File: src/sv/uzz_pkg.sv
// Shared types and constants for the LEB128 / zigzag stream decoder.
package uzz_pkg;

  localparam int RAW_W      = 8;   // raw and logical byte width
  localparam int GROUP_W    = 7;   // payload bits per logical byte
  localparam int VAL_W      = 64;  // decoded value width
  localparam int CNT_W      = 4;   // group / byte count width
  localparam int SHAMT_W    = 7;   // group shift amount, up to 9 * 7
  localparam int OFFSET_W   = 3;   // bit offset register width
  localparam int CFG_IDX_W  = 1;   // configuration register index width
  localparam int CFG_DATA_W = 3;   // widest configuration register

  localparam logic [RAW_W-1:0] GROUP_MASK = 8'h7f;
  localparam logic [RAW_W-1:0] CONT_MASK  = 8'h80;

  // Configuration register indexes
  localparam logic [CFG_IDX_W-1:0] REG_BIT_OFFSET  = 1'b0;
  localparam logic [CFG_IDX_W-1:0] REG_ZIGZAG_MODE = 1'b1;

  // Realigned logical byte handed from the aligner to the accumulator
  typedef struct packed {
    logic             valid;
    logic [RAW_W-1:0] data;
  } logical_t;

  // One decoded result
  typedef struct packed {
    logic [VAL_W-1:0] value;
    logic [CNT_W-1:0] byte_count;
    logic             overflow;
  } result_t;

endpackage

File: src/sv/uzz_align.sv
// Realigns raw bytes into logical bytes at a configured bit offset.
module uzz_align (
  input  logic [2:0]         bit_offset,
  input  logic               have_previous,
  input  logic [7:0]         previous_raw,
  input  logic [7:0]         raw_byte,
  output uzz_pkg::logical_t  logical
);
  import uzz_pkg::*;

  logic [2*RAW_W-1:0] pair_shifted;

  // {current, previous} >> k gives (P >> k) | (C << (8 - k)) in the low byte
  assign pair_shifted = {raw_byte, previous_raw} >> bit_offset;

  always_comb begin
    if (bit_offset == '0) begin
      logical.valid = 1'b1;
      logical.data  = raw_byte;
    end else begin
      logical.valid = have_previous;
      logical.data  = pair_shifted[RAW_W-1:0];
    end
  end

endmodule

File: src/sv/uzz_accum.sv
// Gathers 7-bit groups into the varint accumulator and forms each result.
module uzz_accum #(
  parameter int MAX_GROUPS = 10
) (
  input  logic               clk,
  input  logic               rst,
  input  logic               en,
  input  uzz_pkg::logical_t  logical,
  input  logic               zigzag_mode,
  output logic               res_valid,
  output uzz_pkg::result_t   res
);
  import uzz_pkg::*;

  logic [VAL_W-1:0]   accumulator;
  logic [VAL_W-1:0]   accumulator_next;
  logic [CNT_W-1:0]   group_count;
  logic [CNT_W-1:0]   group_count_next;
  logic [CNT_W-1:0]   groups_seen;
  logic [SHAMT_W-1:0] shamt;
  logic [VAL_W-1:0]   group_shifted;
  logic [VAL_W-1:0]   acc_merged;
  logic               last_byte;

  assign shamt         = SHAMT_W'({3'b000, group_count} * SHAMT_W'(GROUP_W));
  assign group_shifted = (shamt < SHAMT_W'(VAL_W))
                         ? (VAL_W'(logical.data & GROUP_MASK) << shamt[5:0])
                         : '0;
  assign acc_merged    = accumulator | group_shifted;
  assign groups_seen   = group_count + CNT_W'(1);
  assign last_byte     = (logical.data & CONT_MASK) == '0;

  always_comb begin
    res_valid        = 1'b0;
    res.value        = acc_merged;
    res.byte_count   = groups_seen;
    res.overflow     = 1'b0;
    accumulator_next = accumulator;
    group_count_next = group_count;
    if (en && logical.valid) begin
      priority if (last_byte) begin
        res_valid        = 1'b1;
        if (zigzag_mode) begin
          res.value = (acc_merged >> 1) ^ {VAL_W{acc_merged[0]}};
        end
        accumulator_next = '0;
        group_count_next = '0;
      end else if (groups_seen >= CNT_W'(MAX_GROUPS)) begin
        // too many groups: report overflow and restart
        res_valid        = 1'b1;
        res.value        = '0;
        res.byte_count   = CNT_W'(MAX_GROUPS);
        res.overflow     = 1'b1;
        accumulator_next = '0;
        group_count_next = '0;
      end else begin
        accumulator_next = acc_merged;
        group_count_next = groups_seen;
      end
    end
  end

  always_ff @(posedge clk) begin
    if (rst) begin
      accumulator <= '0;
      group_count <= '0;
    end else begin
      accumulator <= accumulator_next;
      group_count <= group_count_next;
    end
  end

endmodule

File: src/sv/uleb128_zigzag_stream_decoder_unit.sv
// Top level of the LEB128 varint stream decoder with optional zigzag decode.
//
//  channel   direction  handshake              payload
//  in        sink       in_valid / in_ready    raw_byte[7:0]
//  out       source     out_valid / out_ready  value[63:0], byte_count[3:0], overflow
//  cfg       sink       cfg_wr_en (no wait)    cfg_index[0], cfg_data[2:0]
//
// One raw byte per cycle, sustained while the output is not stalled. A byte
// is held in the input register, then the realign / shift-or / continuation
// test lands its result in the output register.
// Synchronous active-high reset clears the control state, the accumulator and
// the registers (bit offset 0, unsigned mode).
// A stalled output register holds its transaction; the input register takes a
// byte only when it is empty or the byte in it can move on, i.e. the output
// register is empty or being drained in the same cycle.
module uleb128_zigzag_stream_decoder_unit #(
  parameter int MAX_GROUPS = 10
) (
  input  logic        clk,
  input  logic        rst,
  input  logic        in_valid,
  output logic        in_ready,
  input  logic [7:0]  raw_byte,
  output logic        out_valid,
  input  logic        out_ready,
  output logic [63:0] value,
  output logic [3:0]  byte_count,
  output logic        overflow,
  input  logic        cfg_wr_en,
  input  logic [0:0]  cfg_index,
  input  logic [2:0]  cfg_data
);
  import uzz_pkg::*;

  // Configuration registers
  logic [OFFSET_W-1:0] bit_offset;
  logic                zigzag_mode;

  // Input register
  logic                s1_valid;
  logic [RAW_W-1:0]    s1_byte;

  // Realign history
  logic [RAW_W-1:0]    previous_raw;
  logic                have_previous;

  logic                step;
  logic                res_valid;
  logic                out_valid_next;

  logical_t            logical;
  result_t             res;
  result_t             out_res;

  // The byte in the input register moves on whenever the output slot is free
  assign step     = s1_valid && (!out_valid || out_ready);
  assign in_ready = !s1_valid || step;

  always_ff @(posedge clk) begin
    if (rst) begin
      bit_offset  <= '0;
      zigzag_mode <= 1'b0;
    end else if (cfg_wr_en) begin
      unique case (cfg_index)
        REG_BIT_OFFSET:  bit_offset  <= cfg_data[OFFSET_W-1:0];
        REG_ZIGZAG_MODE: zigzag_mode <= cfg_data[0];
      endcase
    end
  end

  always_ff @(posedge clk) begin
    if (rst) begin
      s1_valid <= 1'b0;
    end else if (in_ready) begin
      s1_valid <= in_valid;
    end
  end

  always_ff @(posedge clk) begin
    if (in_valid && in_ready) begin
      s1_byte <= raw_byte;
    end
  end

  // Every byte that leaves the input register becomes the new history byte
  always_ff @(posedge clk) begin
    if (rst) begin
      have_previous <= 1'b0;
    end else if (step) begin
      have_previous <= 1'b1;
    end
  end

  always_ff @(posedge clk) begin
    if (step) begin
      previous_raw <= s1_byte;
    end
  end

  uzz_align u_align (
    .bit_offset    (bit_offset),
    .have_previous (have_previous),
    .previous_raw  (previous_raw),
    .raw_byte      (s1_byte),
    .logical       (logical)
  );

  uzz_accum #(
    .MAX_GROUPS (MAX_GROUPS)
  ) u_accum (
    .clk         (clk),
    .rst         (rst),
    .en          (step),
    .logical     (logical),
    .zigzag_mode (zigzag_mode),
    .res_valid   (res_valid),
    .res         (res)
  );

  // Output register: loads a fresh transaction, or drains when taken
  always_comb begin
    priority if (step && res_valid) begin
      out_valid_next = 1'b1;
    end else if (out_ready) begin
      out_valid_next = 1'b0;
    end else begin
      out_valid_next = out_valid;
    end
  end

  always_ff @(posedge clk) begin
    if (rst) begin
      out_valid <= 1'b0;
    end else begin
      out_valid <= out_valid_next;
    end
  end

  always_ff @(posedge clk) begin
    if (step && res_valid) begin
      out_res <= res;
    end
  end

  assign value      = out_res.value;
  assign byte_count = out_res.byte_count;
  assign overflow   = out_res.overflow;

  // An overflow transaction carries a zero value and the full group count
  a_overflow_shape: assert property (@(posedge clk) disable iff (rst)
    out_valid && overflow |-> value == '0 && byte_count == CNT_W'(MAX_GROUPS))
    else $error("overflow transaction malformed");

  // Byte count stays within one to MAX_GROUPS
  a_count_range: assert property (@(posedge clk) disable iff (rst)
    out_valid |-> byte_count != '0 && byte_count <= CNT_W'(MAX_GROUPS))
    else $error("byte count out of range");

  // Input stalls only behind a full input register and a stalled output
  a_stall_cause: assert property (@(posedge clk) disable iff (rst)
    !in_ready |-> s1_valid && out_valid && !out_ready)
    else $error("input stalled without cause");

  // No result can appear in the cycle right after reset
  a_reset_quiet: assert property (@(posedge clk)
    rst |=> !out_valid)
    else $error("result present right after reset");

endmodule

File: config.mk
export PLATFORM = sky130hd
export DESIGN_NAME = uleb128_zigzag_stream_decoder_unit
export DESIGN_NICKNAME = d
export VERILOG_FILES = /design/src/sv/uzz_pkg.sv /design/src/sv/uzz_align.sv /design/src/sv/uzz_accum.sv /design/src/sv/uleb128_zigzag_stream_decoder_unit.sv
export SDC_FILE = /design/constraint.sdc
export NUM_CORES = 1
export LEC_CHECK = 0
export BUFFER_PORTS_ARGS = -buffer_cell sky130_fd_sc_hd__buf_2
export CORE_UTILIZATION = 31
export DETAILED_ROUTE_END_ITERATION = 12
export PLACE_DENSITY = 0.51
export SLEW_MARGIN = 20
export SYNTH_ARGS = -nofsm -noshare
export SYNTH_HDL_FRONTEND = slang
export SYNTH_HIERARCHICAL = 1
export SYNTH_SLANG_ARGS = --single-unit
File: constraint.sdc
create_clock -name clk -period 5.98 [get_ports clk]
set_clock_uncertainty 0.1 [all_clocks]
set_input_delay 0.299 -clock clk [delete_from_list [all_inputs] [get_ports clk]]
set_output_delay 0.299 -clock clk [all_outputs]
set_load 0.1 [all_outputs]
==> flow_metrics.py, run 1 <==
metrics = {
    "floorplan": {
        "dieWidth_um": 165,
        "dieArea_mm2": 0.0271,
        "start_util_pct": 31.5,
        "rows": 59,
        "die_y_um": 165,
        "core_mm2": 0.0260,
        "ios": 88,
    },
    "route": {
        "antenna_left": 0,
        "drcViolationCount": 0,
        "drtIter0Drc": 557,
        "dr.pass1.iters": 5,
        "wirelength_um": 21400,
        "vias": 6253,
        "wl_per_cell_um": 17.8,
        "routed_via_density": 5.21,
    },
    "worst_setup_path": {
        "cp_slowest_cell": "fa_1",
        "worstSetupStartpointType": "register",
        "r2r_setup_slack_ns": 1.22,
        "required_ns": 6.01,
        "cpPeakStageDelay_ns": 0.79,
        "cp-startpoint": "u_accum/group_count[1]$_SDFFE_PP0P_",
        "reg2regPathDepth": 13,
        "critPathCapture": "value[6]$_DFFE_PP_",
        "r2r-start": "u_accum/group_count[1]$_SDFFE_PP0P_",
        "r2r-end": "value[6]$_DFFE_PP_",
        "cp_common_cell": "inv_1",
        "crit_type": "register to register",
        "worstPathArrival_ns": 4.79,
        "worst-path-max-fanout": 27,
        "crit_chain": "inv_1, fa_1, inv_1, ha_1, inv_1, fa_1, nor2b_1, nand2b_1, nor2_1, a31oi_4, buf_4, xnor2_1, o22ai_1",
        "endpoint_kind": "register",
    },
    "clock_tree": {
        "tritoncts": "done",
        "cts_buffers": 17,
        "ctsLongestPathBuffers": 2,
        "clock_latency_ns": 0.43,
        "post_cts_resized": 0,
        "cts-root-buf": "clkbuf_16",
        "clkTransAtPathRegs_ns": 0.07,
        "cts.htree.levels": 4,
        "clock_sinks": 159,
    },
    "power_and_ir_drop": {
        "total_power_uw": 2880,
        "powerDensity_mw_per_mm2": 303,
        "vdd_drop_max_mv": 0.181,
        "leakage_uw": 0.00322,
    },
    "sta": {
        "setup_viol": 0,
        "rsz0062_at_grt": "no",
        "fin_tns_setup_ns": 0,
        "slew_violations": 0,
        "hold_viol_final": 0,
        "finalCritPeriodShare_pct": 79.7,
        "worstMarginPinSlew_ns": 1.05,
        "fmax_mhz": 210,
        "relSlewSlack_pct": 29.5,
        "min_period_ns": 4.76,
    },
    "outcome": {
        "status": "completed",
    },
    "global_route": {
        "grt_overflow_total": 0,
        "antenna_found_initial": 0,
        "grt_pass1_wl_um": 33300,
        "grt.total_usage_pct": 16.2,
        "grt_pass1_vias": 5819,
        "grt_max_degree": 70,
    },
    "synth": {
        "synth.cell_area_mm2": 0.00819,
        "syn_inst": 789,
        "syn_area_per_cell_um2": 10.4,
        "synth_nets": 818,
        "yosysWarnings": 6,
    },
    "final_layout": {
        "diodes": 0,
        "layout.cells.non_filler": 1201,
        "final_util_pct": 36.6,
        "final_net_count": 882,
        "syn_to_final_growth_pct": 16.1,
        "drive_gt1_share_pct": 20.3,
    },
    "job": {
        "maxCapViolations": 0,
    },
    "placement": {
        "place_hpwl_um": 14300,
        "dp_cells": 1161,
        "portBuffers": 87,
        "routabilityCongestion": 0.865,
    },
    "hold_path": {
        "min-delay-path-class": "input port to register",
    },
}
where the power goes:
part	switching (uW)	total, uW	internal [uW]
clock	526	1090	562
combinational	378	600	222
sequential	17.7	1190	1170
layout make-up:
cell class	count	area, um^2
Tap cell	335	419
Clock buffer	17	425
Inverter	15	56.3
Timing Repair Buffer	103	576
Clock inverter	15	169
Fill cell	2591	16500
Sequential cell	159	4020
Multi-Input combinational cell	557	3840
flip-flops by register name, summed over array words and instances (netlist names):
| register | flops |
|---|---|
| u_accum/accumulator | 64 |
| value | 64 |
| s1_byte | 8 |
| previous_raw | 7 |
| byte_count | 4 |
| u_accum/group_count | 4 |
| bit_offset | 3 |
| have_previous | 1 |
| out_valid | 1 |
| overflow | 1 |
| s1_valid | 1 |
| zigzag_mode | 1 |
critical path, delay by kind of cell, from the launching register on:
family	cells	cell delay, ns
xor gates and xnor gates	1	0.17
and+or+nand+nor	3	0.59
AOI/OAI and AO/OA	2	0.87
buffers and inverters	4	0.80
adders and majority gates	3	1.45
DFF	1	0.47
cells in the final DEF (no fill, tap or decap), drive strengths merged, types with 4 or more instances in the layout:
| cell type | n |
|---|---|
| buf | 95 |
| nor2 | 85 |
| edfxtp | 84 |
| dfxtp | 75 |
| a21oi | 75 |
| nor3 | 69 |
| xnor2 | 68 |
| o22ai | 65 |
| inv | 22 |
| nand2 | 18 |
| clkbuf | 17 |
| nand2b | 14 |
| mux2 | 14 |
| nand3 | 13 |
| nor2b | 11 |
| mux4 | 11 |
| mux2i | 10 |
| dlygate4sd3 | 8 |
| ha | 8 |
| o21ai | 8 |
| or2 | 7 |
| nand3b | 6 |
| a32oi | 6 |
| and2 | 6 |
| clkinv | 6 |
| a211oi | 5 |
| nand4bb | 4 |
| a211o | 4 |
| a2bb2oi | 4 |
| fa | 4 |
| a221oi | 4 |
what timing repair did:
action / in CTS / in global routing
endpoints found under the hold margin: 8 / 0
buffers inserted: 0 / 0
hold buffers: 8 / 0
metrics by stage:
step	hold slack, ns	instance area, um^2	setup WS [ns]
5_1_grt	0.0289	9510	0.880
3_3_place_gp	0.343	8830	1.36
6_report	0.0245	9510	1.22
2_1_floorplan	0.298	8190	0.909
4_1_cts	0.00811	9500	1.22
3_5_place_dp	0.341	8830	1.20
how the worst min path moves through the flow:
| stage | slack, ns | cells past startpoint | end | from |
|---|---|---|---|---|
| global route | 0.03 | 3 | bit_offset[1]$_SDFFE_PP0P_ | cfg_data[1] |
| floorplan | 0.30 | 0 | s1_byte[0]$_DFFE_PP_ | raw_byte[0] |
| CTS | 0.008 | 3 | zigzag_mode$_SDFFE_PP0P_ | cfg_data[0] |
| global placement | 0.34 | 0 | previous_raw[7]$_DFFE_PP_ | s1_byte[7]$_DFFE_PP_ |
| finish | 0.02 | 3 | zigzag_mode$_SDFFE_PP0P_ | cfg_data[0] |
| detailed placement | 0.34 | 0 | previous_raw[7]$_DFFE_PP_ | s1_byte[7]$_DFFE_PP_ |
per-layer routing:
metal  global-route usage [%]  up-vias  wire length [um]
met5                        0        -                 0
met4                     4.42        0               261
met2                     25.0      168              9910
met3                     3.21       17               939
met1                     23.0     3013             10300
li1                         -     3055                 -
Power figures use the tool's default switching activity.
==> run 2: changes to the inputs <==
PLACE_DENSITY = 0.52   (was 0.51)
clock period = 4.2 ns   (was 5.98 ns; I/O delays follow)
==> run 2 against run 1 <==
Against the previous run:
- the run now ends with DRC left
- sequential power up 42%
- non-clock buffer count up 73
- clock power up 47%
- critical path depth down 1
- setup slack worse by 0.88 ns
- global-route usage up 0.84 points
- power up 48%
- wire length up 3.6%
- critical path type unchanged
- largest power group unchanged
- highest routed layer unchanged
==> flow_metrics.py, run 2 (synthesis results as in run 1) <==
metrics = {
    "route": {
        "routed_via_density": 5.15,
        "drtIter0Drc": 522,
        "antenna_left": 0,
        "wl_per_cell_um": 17.4,
        "dr.pass1.iters": 9,
        "drcViolationCount": 2,
        "wirelength_um": 22200,
        "vias": 6557,
    },
    "placement": {
        "portBuffers": 87,
        "routabilityCongestion": 0.891,
        "place_hpwl_um": 15200,
    },
    "sta": {
        "worstMarginPinSlew_ns": 0.851,
        "fmax_mhz": 259,
        "min_period_ns": 3.87,
        "setup_viol": 0,
        "finalCritPeriodShare_pct": 92.0,
        "relSlewSlack_pct": 43.3,
        "fin_tns_setup_ns": 0,
        "rsz0062_at_grt": "no",
        "hold_viol_final": 0,
        "slew_violations": 0,
    },
    "hold_path": {
        "hp-start": "cfg_index",
        "min-delay-path-class": "input port to register",
        "hold_path_depth": 3,
        "whs_endpoint": "bit_offset[1]$_SDFFE_PP0P_",
    },
    "clock_tree": {
        "ctsLongestPathBuffers": 2,
        "clock_sinks": 159,
        "cts-root-buf": "clkbuf_16",
        "tritoncts": "done",
        "cts_buffers": 17,
        "cts.htree.levels": 4,
        "clkTransAtPathRegs_ns": 0.08,
        "clock_latency_ns": 0.43,
        "cts_setup_buffers": 0,
    },
    "global_route": {
        "antenna_found_initial": 0,
        "use_met1_pct": 24.2,
        "grt_overflow_total": 0,
        "grt_use_met2_pct": 26.3,
        "grt_max_degree": 70,
        "grt_pass1_vias": 6259,
        "met3_usage_pct": 3.14,
        "busiest_layer": "met2",
        "grt_pass1_wl_um": 35200,
        "grt.total_usage_pct": 17.1,
    },
    "worst_setup_path": {
        "r2r-end": "value[47]$_DFFE_PP_",
        "crit_type": "register to register",
        "worstPathArrival_ns": 3.94,
        "r2r-start": "u_accum/group_count[2]$_SDFFE_PP0P_",
        "cp_slowest_cell": "fa_2",
        "r2r_setup_slack_ns": 0.33,
        "worst-path-max-fanout": 13,
        "reg2regPathDepth": 12,
        "worstSetupStartpointType": "register",
        "endpoint_kind": "register",
        "cp_common_cell": "inv_1",
        "cpPeakStageDelay_ns": 0.58,
        "required_ns": 4.28,
        "crit_chain": "inv_1, fa_1, inv_1, ha_1, inv_1, fa_2, or2_2, or4_1, o211ai_1, a21oi_1, xnor2_1, o22ai_1",
    },
    "power_and_ir_drop": {
        "leakage_uw": 0.00360,
        "total_power_uw": 4270,
        "vdd_drop_max_mv": 0.251,
        "powerDensity_mw_per_mm2": 420,
    },
    "final_layout": {
        "layout_commonest_cell": "buf_2",
        "diodes": 0,
        "syn_to_final_growth_pct": 24.4,
        "final_net_count": 955,
        "fill_cells": 2583,
        "drive_gt1_share_pct": 25.3,
        "layout_common_cells": "buf_2 (87), edfxtp_1 (84), nor2_1 (84), dfxtp_1 (75), nor3_1 (69)",
        "final_util_pct": 39.2,
    },
    "floorplan": {
        "dieArea_mm2": 0.0271,
        "rows": 59,
        "core_mm2": 0.0260,
        "die_y_um": 165,
        "ios": 88,
        "start_util_pct": 31.5,
        "dieWidth_um": 165,
    },
    "outcome": {
        "violations": "DRC",
        "status": "finished with violations",
    },
    "job": {
        "maxCapViolations": 0,
    },
}
run 2: cell types whose count changed in the layout (fill, tap and decap cells not counted), moves of 2 or more:
cell and delta:
buf_4 +56, dlygate4sd3_1 +12, buf_12 +5, clkinvlp_4 -2
run 2: per-layer routing:
metal,vias to the layer above,part of all wire [%]
met3,21,4.0
met5,-,0
met4,0,1.5
met2,165,46
li1,3201,-
met1,3170,48
run 2: timing repair:
| item | in CTS | in global routing |
|---|---|---|
| hold endpoints to repair | 15 | 0 |
| setup endpoints to repair | 0 | 19 |
| hold buffers | 20 | 0 |
| resized for setup | 0 | 3 |
run 2: area by class of cell:
| type | instances | area [um^2] | share of cell area [%] |
|---|---|---|---|
| Inverter | 15 | 56.3 | 0.553 |
| Clock inverter | 15 | 190 | 1.87 |
| Sequential cell | 159 | 4020 | 39.5 |
| Multi-Input combinational cell | 557 | 3850 | 37.8 |
| Timing Repair Buffer | 176 | 1220 | 11.9 |
| Clock buffer | 17 | 425 | 4.18 |
| Tap cell | 335 | 419 | 4.12 |
run 2: worst max-delay path by stage:
stage	slack, ns	from	end
2_1_floorplan	0.28	out_valid$_SDFFE_PP0P_	byte_count[0]$_DFFE_PP_
3_3_place_gp	0.21	u_accum/group_count[2]$_SDFFE_PP0P_	value[7]$_DFFE_PP_
3_5_place_dp	0.20	u_accum/group_count[2]$_SDFFE_PP0P_	value[7]$_DFFE_PP_
4_1_cts	0.19	u_accum/group_count[2]$_SDFFE_PP0P_	value[7]$_DFFE_PP_
5_1_grt	0.02	u_accum/group_count[2]$_SDFFE_PP0P_	value[38]$_DFFE_PP_
6_report	0.33	u_accum/group_count[2]$_SDFFE_PP0P_	value[47]$_DFFE_PP_
run 2: power breakdown:
group          leakage, uW  internal [uW]  switching, uW  total, uW
combinational      0.00192            411            570        981
sequential         0.00138           1670           22.3       1690
clock             0.000302            860            740       1600
run 2: metrics by stage:
step	instances	setup WS (ns)	instance area (um^2)	hold slack [ns]
after floorplan	789	0.283	8190	0.209
after global placement	1222	0.214	9350	0.287
after detailed placement	1222	0.205	9350	0.289
after CTS	1274	0.186	10200	0.00210
after global routing	1274	0.0215	10200	0.0302
final	1274	0.334	10200	0.0202
run 2: worst max-delay path, delay by kind of cell, from the launching register on:
family                   cells  cell delay [ns]
XOR/XNOR                     1             0.21
buffers and inverters        3             0.31
AO/OA/AOI/OAI                3             0.53
adder cells (fa/ha/maj)      3             1.23
AND/OR/NAND/NOR              2             0.80
flip-flops                   1             0.44
==> run 3: changes to the inputs <==
BUFFER_PORTS_ARGS = not set   (was -buffer_cell sky130_fd_sc_hd__buf_2)
DONT_BUFFER_PORTS = 1   (was not set)
PLACE_DENSITY = 0.49   (was 0.52)
==> run 3 against run 2 <==
Against the previous run:
- the flow now finishes without violations
- cell count shrank 7.5%
- clock power is essentially flat
- count of clock-buffer cells in the layout did not move
- largest power group unchanged
==> flow_metrics.py, run 3 (synthesis results as in run 1) <==
metrics = {
    "final_layout": {
        "final_net_count": 859,
        "fill_cells": 2575,
        "drive_gt1_share_pct": 16.7,
        "layout_common_cells": "edfxtp_1 (84), nor2_1 (84), dfxtp_1 (75)",
        "layout.cells.non_filler": 1178,
        "diodes": 0,
        "syn_to_final_growth_pct": 18.0,
        "ff_latch_area_mm2": 0.00402,
        "multi_input_area_mm2": 0.00384,
    },
    "power_and_ir_drop": {
        "powerDensity_mw_per_mm2": 436,
        "vdd_drop_max_mv": 0.233,
        "leakage_uw": 0.00322,
    },
    "worst_setup_path": {
        "worst-path-max-fanout": 19,
        "required_ns": 4.30,
        "worstSetupStartpointType": "register",
        "endpoint_kind": "register",
        "cp-startpoint": "u_accum/group_count[2]$_SDFFE_PP0P_",
        "crit_type": "register to register",
        "r2r_setup_slack_ns": 0.30,
        "worstPathArrival_ns": 4.01,
        "r2r-start": "u_accum/group_count[2]$_SDFFE_PP0P_",
    },
    "sta": {
        "finalCritPeriodShare_pct": 92.9,
        "holdWs_ns": 0.104,
        "relSlewSlack_pct": 27.3,
        "fin_tns_setup_ns": 0,
        "hold_viol_final": 0,
        "rsz0062_at_grt": "no",
        "fmax_mhz": 256,
        "min_period_ns": 3.90,
        "slew_violations": 0,
        "setup_viol": 0,
        "worstMarginPinSlew_ns": 1.09,
    },
    "route": {
        "wirelength_um": 22700,
        "wl_per_cell_um": 19.2,
        "dr.pass1.iters": 5,
        "drcViolationCount": 0,
        "vias": 6169,
        "routed_via_density": 5.24,
        "drtIter0Drc": 468,
        "antenna_left": 0,
    },
    "global_route": {
        "grt_overflow_total": 0,
        "grt_pass1_vias": 5866,
        "antenna_found_initial": 0,
        "grt_use_met2_pct": 27.2,
        "grt_pass1_wl_um": 35200,
        "met3_usage_pct": 2.91,
        "grt_max_degree": 70,
        "use_met1_pct": 23.9,
        "busiest_layer": "met2",
        "grt.total_usage_pct": 17.1,
    },
    "clock_tree": {
        "ctsLongestPathBuffers": 2,
        "clock_sinks": 159,
        "clock_latency_ns": 0.43,
        "cts-root-buf": "clkbuf_16",
        "clkTransAtPathRegs_ns": 0.08,
        "cts_buffers": 17,
        "tritoncts": "done",
        "cts.htree.levels": 4,
    },
    "floorplan": {
        "die_y_um": 165,
        "start_util_pct": 31.5,
        "dieArea_mm2": 0.0271,
        "ios": 88,
        "dieWidth_um": 165,
        "core_mm2": 0.0260,
        "rows": 59,
    },
    "hold_path": {
        "hp-start": "in_valid",
        "min-delay-path-class": "input port to register",
    },
    "job": {
        "maxCapViolations": 0,
    },
    "placement": {
        "place_hpwl_um": 15100,
        "portBuffers": 0,
        "dp_cells": 1125,
        "routabilityCongestion": 0.877,
    },
    "outcome": {
        "status": "completed",
    },
}
## run 3: layer usage
| layer | part of all wire [%] | wire, um |
|---|---|---|
| met1 | 48 | 10900 |
| met2 | 47 | 10700 |
| met3 | 3.8 | 864 |
| met4 | 0.97 | 221 |
| met5 | 0 | 0 |
## run 3: what timing repair did
action	CTS	global route
endpoints found under the hold margin	15	0
endpoints found under the setup margin	0	30
resized for setup	0	2
buffers inserted	0	0
hold buffers	21	0
## run 3: through the flow
step | power (uW) | util (%) | setup slack, ns | cell area, um^2
2_1_floorplan | 2410 | - | 0.283 | 8190
3_3_place_gp | 2660 | 34.0 | 0.241 | 8830
3_5_place_dp | 2650 | 34.0 | 0.233 | 8830
4_1_cts | 4260 | 37.1 | 0.227 | 9650
5_1_grt | 4400 | 37.2 | 0.00557 | 9660
6_report | 4210 | 37.2 | 0.298 | 9660
## run 3: cell type report
| class | instances | area share, % |
|---|---|---|
| Clock buffer | 17 | 4.40 |
| Multi-Input combinational cell | 557 | 39.8 |
| Timing Repair Buffer | 80 | 7.28 |
| Inverter | 15 | 0.583 |
| Clock inverter | 15 | 1.98 |
| Sequential cell | 159 | 41.6 |
| Tap cell | 335 | 4.34 |
## run 3: report_power, final
| part | total (uW) | internal (uW) | leakage (uW) | switching (uW) |
|---|---|---|---|---|
| clock | 1580 | 810 | 0.000297 | 768 |
| sequential | 1750 | 1670 | 0.00138 | 82.3 |
| combinational | 884 | 376 | 0.00154 | 509 |
| total | 4210 | 2860 | 0.00322 | 1360 |
## run 3: final timing paths
path                            cells after the start                   endpoint
worst max-delay path                               13         value[0]$_DFFE_PP_
worst min-delay path                                2       s1_byte[1]$_DFFE_PP_
worst max register to register                     13         value[0]$_DFFE_PP_
worst min register to register                      0  previous_raw[7]$_DFFE_PP_
## run 3: worst max-delay path, stage by stage (launching register included)
cell and delay, ns:
dfxtp_1 0.44, inv_1 0.15, fa_1 0.44, inv_1 0.06, ha_1 0.19, inv_1 0.08, fa_1 0.74, nor2b_1 0.29
nand2b_1 0.15, nor2_1 0.22, a31oi_4 0.12, buf_4 0.26, or2_2 0.32, o311ai_0 0.10
